===== src/design/balloc_pkg.sv =====
// Shared types and codes for the block allocator.
// Depends on nothing; every other design file but balloc_ram imports it.
package balloc_pkg;

  localparam int MAX_BLOCKS = 4096;

  localparam int CMD_W = 3;
  localparam int BLK_W = 12;
  localparam int RES_W = 13;
  localparam int ST_W  = 2;

  localparam logic [CMD_W-1:0] CMD_ALLOCATE      = 3'd0;
  localparam logic [CMD_W-1:0] CMD_PEEK          = 3'd1;
  localparam logic [CMD_W-1:0] CMD_FREE          = 3'd2;
  localparam logic [CMD_W-1:0] CMD_MARK_USED     = 3'd3;
  localparam logic [CMD_W-1:0] CMD_MARK_MODIFIED = 3'd4;
  localparam logic [CMD_W-1:0] CMD_ADD_REF       = 3'd5;

  localparam logic [ST_W-1:0] ST_OK           = 2'd0;
  localparam logic [ST_W-1:0] ST_ALREADY_FREE = 2'd1;
  localparam logic [ST_W-1:0] ST_RANGE        = 2'd2;
  localparam logic [ST_W-1:0] ST_FULL         = 2'd3;

  localparam logic [31:0] UC_MAX = 32'hFFFF_FFFF;

  // front-end classification of an item
  typedef enum logic [2:0] {
    OP_ALLOC,
    OP_PEEK,
    OP_FREE,
    OP_MARK_USED,
    OP_MARK_MOD,
    OP_ADD_REF,
    OP_RANGE,   // block id past the store
    OP_NOP      // unknown command
  } op_t;

  typedef struct packed {
    logic [CMD_W-1:0] command;
    logic [BLK_W-1:0] block_number;
  } req_t;

  typedef struct packed {
    logic [RES_W-1:0] result_block;
    logic [ST_W-1:0]  status;
    logic [RES_W-1:0] total_blocks;
    logic [RES_W-1:0] free_count;
  } rsp_t;

  typedef struct packed {
    op_t              op;
    logic [BLK_W-1:0] blk;
  } qent_t;

endpackage


===== src/design/balloc_front.sv =====
// Front end: accepts commands, classifies them and holds them in a two-entry queue.
// Depends on balloc_pkg.
module balloc_front (
  input  logic                  clk,
  input  logic                  rst,
  input  logic                  start,
  output logic                  busy,
  input  balloc_pkg::req_t      req,
  input  logic                  clearing,
  input  logic                  pop,
  output logic                  head_valid,
  output balloc_pkg::qent_t     head
);
  import balloc_pkg::*;

  qent_t      q [2];
  logic       wp, rp;
  logic [1:0] cnt;
  logic       push;
  logic       beyond;
  op_t        op;

  assign busy       = (cnt == 2'd2) || clearing;
  assign push       = start && !busy;
  assign head_valid = (cnt != 2'd0);
  assign head       = q[rp];
  assign beyond     = 32'(req.block_number) >= MAX_BLOCKS;

  always_comb begin
    case (req.command)
      CMD_ALLOCATE:      op = OP_ALLOC;
      CMD_PEEK:          op = OP_PEEK;
      CMD_FREE:          op = OP_FREE;
      CMD_MARK_USED:     op = OP_MARK_USED;
      CMD_MARK_MODIFIED: op = OP_MARK_MOD;
      CMD_ADD_REF:       op = OP_ADD_REF;
      default:           op = OP_NOP;
    endcase
    if (beyond && (op == OP_FREE || op == OP_MARK_USED || op == OP_MARK_MOD ||
                   op == OP_ADD_REF)) begin
      op = OP_RANGE;
    end
  end

  always_ff @(posedge clk) begin
    if (rst) begin
      wp  <= 1'b0;
      rp  <= 1'b0;
      cnt <= 2'd0;
    end else begin
      if (push) begin
        q[wp] <= '{op: op, blk: req.block_number};
        wp    <= ~wp;
      end
      if (pop) begin
        rp <= ~rp;
      end
      cnt <= cnt + 2'(push) - 2'(pop);
    end
  end

endmodule


===== config.mk =====
export PLATFORM = sky130hd
export DESIGN_NAME = balloc_front
export DESIGN_NICKNAME = d
export VERILOG_FILES = /design/src/design/balloc_pkg.sv /design/src/design/balloc_front.sv
export SDC_FILE = /design/constraint.sdc
export NUM_CORES = 1
export LEC_CHECK = 0
export BUFFER_PORTS_ARGS = -buffer_cell sky130_fd_sc_hd__buf_2
export CORE_MARGIN = 2
export CORE_UTILIZATION = 49
export DETAILED_ROUTE_END_ITERATION = 7
export GPL_TIMING_DRIVEN = 1
export PLACE_DENSITY = 0.75
export SYNTH_ARGS = -nofsm -noshare
export SYNTH_HDL_FRONTEND = slang
export SYNTH_SLANG_ARGS = --single-unit

===== constraint.sdc =====
create_clock -name clk -period 3.1 [get_ports clk]
set_clock_uncertainty 0.05 [all_clocks]
set_input_delay 0.31 -clock clk [delete_from_list [all_inputs] [get_ports clk]]
set_output_delay 0.31 -clock clk [all_outputs]
set_load 0.01 [all_outputs]

; ---- After elaboration in Yosys (flattened, before gate mapping)
; Memory sizes are Yosys's and may differ from the RTL's. A register that Yosys moved wholly into a read port is not among the register bits.
; Index checks and enable logic that the tools add are counted.
[totals]
reg_bits = 4
latchBits = 0
ramBits = 30
mem_bits_ro = 0
out_inout_bits = 17
elab_cells = 25
mem_count = 1
[mem_list]
columns = name, depth, width, read_ports, rd_clocked_by_memory_dff, write_ports, line_no
row1 = q, 2, 15, 1, 1, 1, balloc_front.sv:16  ; qent_t q [2];
[classes]
add_sub_neg = 2
mul = 0
div_mod_pow = 0
order_cmp = 0
n_eq_ne = 6
n_shift = 0
n_mux = 6
n_bitwise = 2
reduce_logical = 5
[op_table]
columns = cell, n
row1 = $pmux 3 s6, 1
row2 = $eq 3x2->1 const B, 2
row3 = $eq 3x3->1 const B, 2
row4 = $mux 1, 5
row5 = $eq 3x1->1 const B, 1
row6 = $logic_not 3->1, 1
row7 = $add 2x1->2, 1
row8 = $eq 2x2->1 const B, 1
row9 = $not 1->1, 2
row10 = $reduce_bool 2->1, 1
row11 = $sub 2x1->2, 1
row12 = $logic_and 1x1->1, 1
row13 = $logic_not 1->1, 1
row14 = $logic_or 1x1->1, 1

; ---- Depth between registers and ports, before layout
[depth]
word_depth = 7
depth_mapped = 8
depth_no_buf = 8

; ---- Worst setup path before layout
; Ideal clock, no wire load.
[synth_timing]
path_type = register to register
start = register cnt[0]
end = memory q[1][0] (netlist bit) (enable)
arrival_ns = 1.741
slack_ns = 0.900
path_stages_with_launch = 4
synth_period_minus_slack_ns = 2.200
cell_sequence = dfxtp_1 nand2b_2 nand3b_4 nor3b_1
[synth_via]
elab_chain_len = 7
[synth_rtl]
columns = element, line_no
row1 = from (decl), balloc_front.sv:18  ; logic [1:0] cnt;
row2 = from (signal assigned), balloc_front.sv:58  ; cnt <= cnt + 2'(push) - 2'(pop);
row3 = $eq 2x2->1, balloc_front.sv:23  ; assign busy = (cnt == 2'd2) || clearing;
row4 = $logic_or 1x1->1, balloc_front.sv:23
row5 = $logic_not 1->1, balloc_front.sv:24  ; assign push = start && !busy;
row6 = $logic_and 1x1->1, balloc_front.sv:24
row7 = $mux 1, balloc_front.sv:51  ; if (push) begin
row8 = $mux 1, balloc_front.sv:46  ; if (rst) begin
row9 = $mux 1 (implied by the code), balloc_front.sv:52  ; q[wp] <= '{op: op, blk: req.block_number};
row10 = to (decl), balloc_front.sv:16
; Every way passes these cells.

==> impl_metrics.json <==
{
  "status": "complete, no violations",
  "layout_commonest_cell": "buf_2",
  "ctsResizeCount": 0,
  "nNetsFinal": 138,
  "critPathCaptureType": "output pin",
  "max-slew-margin-rel_pct": 43.9,
  "layout_common_cells": "36 x buf_2, 30 x edfxtp_1, 11 x mux2_4",
  "ioPinCount": 37,
  "layout_min_cycle_time_ns": 2.12,
  "htree_levels": 2,
  "hp-class": "in -> reg",
  "hold_violations": 0,
  "drt_iter0_drc": 13,
  "dieArea_sq_mm": 0.00332,
  "cp.required_ns": 2.74,
  "wl_mm": 2.14,
  "clk_pin_slew_worst_paths_ns": 0.10,
  "fmax_mhz": 471,
  "finalPower_uw": 894,
  "insertedDiodeCount": 0,
  "pwr-share-clk_pct": 25.7,
  "seq_power_share_pct": 61.3,
  "wl_per_cell_um": 14.5,
  "via_per_inst": 5.16,
  "register_area_sq_mm": 0.00100,
  "finalSetupViolCount": 0,
  "fill_cells": 219,
  "worstPathMaxFanout": 15,
  "coreArea_sq_mm": 0.00273,
  "dpl_cell_area_sq_mm": 0.00161,
  "synth_area_sq_mm": 0.00141,
  "critPathTopFamily": "flip-flops",
  "grt_pass1_wl_mm": 3.41,
  "ys_seq_elements": 35,
  "rsz0062_at_grt": "no",
  "switching_power_uw": 208,
  "maxCapViolations": 0,
  "cts.sinks": 35,
  "cp-start-kind": "flip-flop",
  "p_leak_nw": 0.674,
  "grtUsageTotal_pct": 14.6,
  "die_h_um": 57.6,
  "die_w_um": 57.6,
  "drc": 0,
  "postRouteAntennaNets": 0,
  "postSynthAreaPerCell_sq_um": 18.8,
  "num_vias": 763,
  "setup_tns_ns": 0,
  "multi_input_area_sq_um": 374,
  "grt_pass1_vias": 743,
  "tritoncts": "yes",
  "cts_buffers": 5,
  "dpl.hpwl_mm": 1.55,
  "synth_cell_types": 21,
  "cts_buffer_depth": 2,
  "ys_seq_area_share_pct": 71.1,
  "p_sw_share_pct": 23.3,
  "post-cts-setup-buffer-count": 0,
  "synth_top_cell_area_share_pct": 64.0,
  "drt_first_pass_iters": 5,
  "worstSkewPairLatency_ns": 0.33,
  "critPathArrivalTime_ns": 1.76,
  "synth_top_area_cell": "edfxtp_1",
  "crit_chain": "mux2_2, buf_2",
  "ys_warn_count": 0,
  "final_design_area_no_fill_sq_mm": 0.00166,
  "synth_area_leaders": "edfxtp_1 64%, mux2_4 12%, dfxtp_1 7.1%",
  "initial_core_util_pct": 51.5,
  "critical_path_class": "reg -> out",
  "root_buffer": "clkbuf_4",
  "port-buffer-count": 36,
  "grt_max_degree": 16,
  "power_frac_comb_pct": 13.0,
  "cp_slowest_stage_delay_ns": 0.88,
  "crit_slowest_cell": "dfxtp_1",
  "syn-num-nets": 97,
  "cts_hold_buf": 0,
  "antenna_found_initial": 0,
  "finalCritPeriodShare_pct": 68.4,
  "synthCells": 75,
  "drv_slew": 0,
  "vdd_drop_max_v": 0.000414,
  "p_per_area_mw_per_mm2": 538,
  "drive_above_1_share_pct": 55.6,
  "internal_power_uw": 686,
  "synthToLayoutAreaGrowth_pct": 18.1,
  "max_slew.worst_pin.slew_ns": 0.841,
  "routabilityCongestion": 0.675,
  "crit_buf_inv": 1,
  "rows": 19,
  "grt-ovfl-total": 0
}
-- sequential cells by signal, indices dropped and copies added, names as in the netlist, named ones only --
register,count
rp,1
cnt,2
q,30
wp,1
-- layout make-up --
class	count	area share, %
sequential	35	60.2
multi-input combinational	35	22.5
timing repair buffer	38	11.7
clock buffer	7	2.71
tap	31	2.33
clock inverter	1	0.301
inverter	1	0.226
-- power groups by stage --
stage	Clock, mW	Combinational (mW)	Sequential, mW
after global routing	0.256	0.127	0.552
after detailed placement	0	0.118	0.560
after CTS	0.236	0.118	0.549
after floorplan	0	0.0893	0.548
after global placement	0	0.113	0.558
final	0.230	0.116	0.548
-- cells in the mapped netlist, drive strengths merged --
cell    number
a21o         1
and2         1
buf          2
clkbuf       2
dfxtp        5
edfxtp      30
ha           2
inv          1
mux2        16
nand2b       2
nand3b       1
nor2         4
nor2b        2
nor3         2
nor3b        1
or2          1
xnor2        1
xor2         1
-- metal layers --
| layer | share of wire [%] | wire length [um] | GRT usage (%) | vias up |
|---|---|---|---|---|
| met1 | 37 | 791 | 16.2 | 372 |
| met5 | 0 | 0 | 0 | - |
| li1 | - | - | - | 356 |
| met4 | 1.1 | 23 | 6.98 | 0 |
| met3 | 8.0 | 172 | 6.35 | 4 |
| met2 | 54 | 1160 | 23.9 | 31 |
-- per-stage QoR --
| stage | instances | util (%) | hold slack [ns] | worst slack, ns |
|---|---|---|---|---|
| after floorplan | 75 | - | 0.332 | 0.900 |
| after global placement | 140 | 59.0 | 0.446 | 1.34 |
| after detailed placement | 140 | 59.0 | 0.452 | 1.31 |
| after CTS | 148 | 60.8 | 0.101 | 0.930 |
| after global routing | 148 | 60.8 | 0.0915 | 0.823 |
| final | 148 | 60.8 | 0.114 | 0.979 |
-- logic make-up after synthesis --
logic type      after synthesis  share of synthesized area (%)
simple gates                 14                           6.58
flops                        35                           71.1
buf+inv                       5                           3.02
mux                          16                           15.7
fa+ha+maj                     2                           1.78
xor+xnor                      2                           1.24
compound gates                1                          0.534
-- final timing paths --
path	from	end	slack [ns]	depth (start not counted)
max	flip-flop	head[0]	0.98	2
min	req[1]	q[1][1]	0.11	1
max reg2reg	cnt[0]	cnt[1]	1.45	8
min reg2reg	rp	rp	0.48	2
Note: power is estimated with default switching activity, not from simulation.
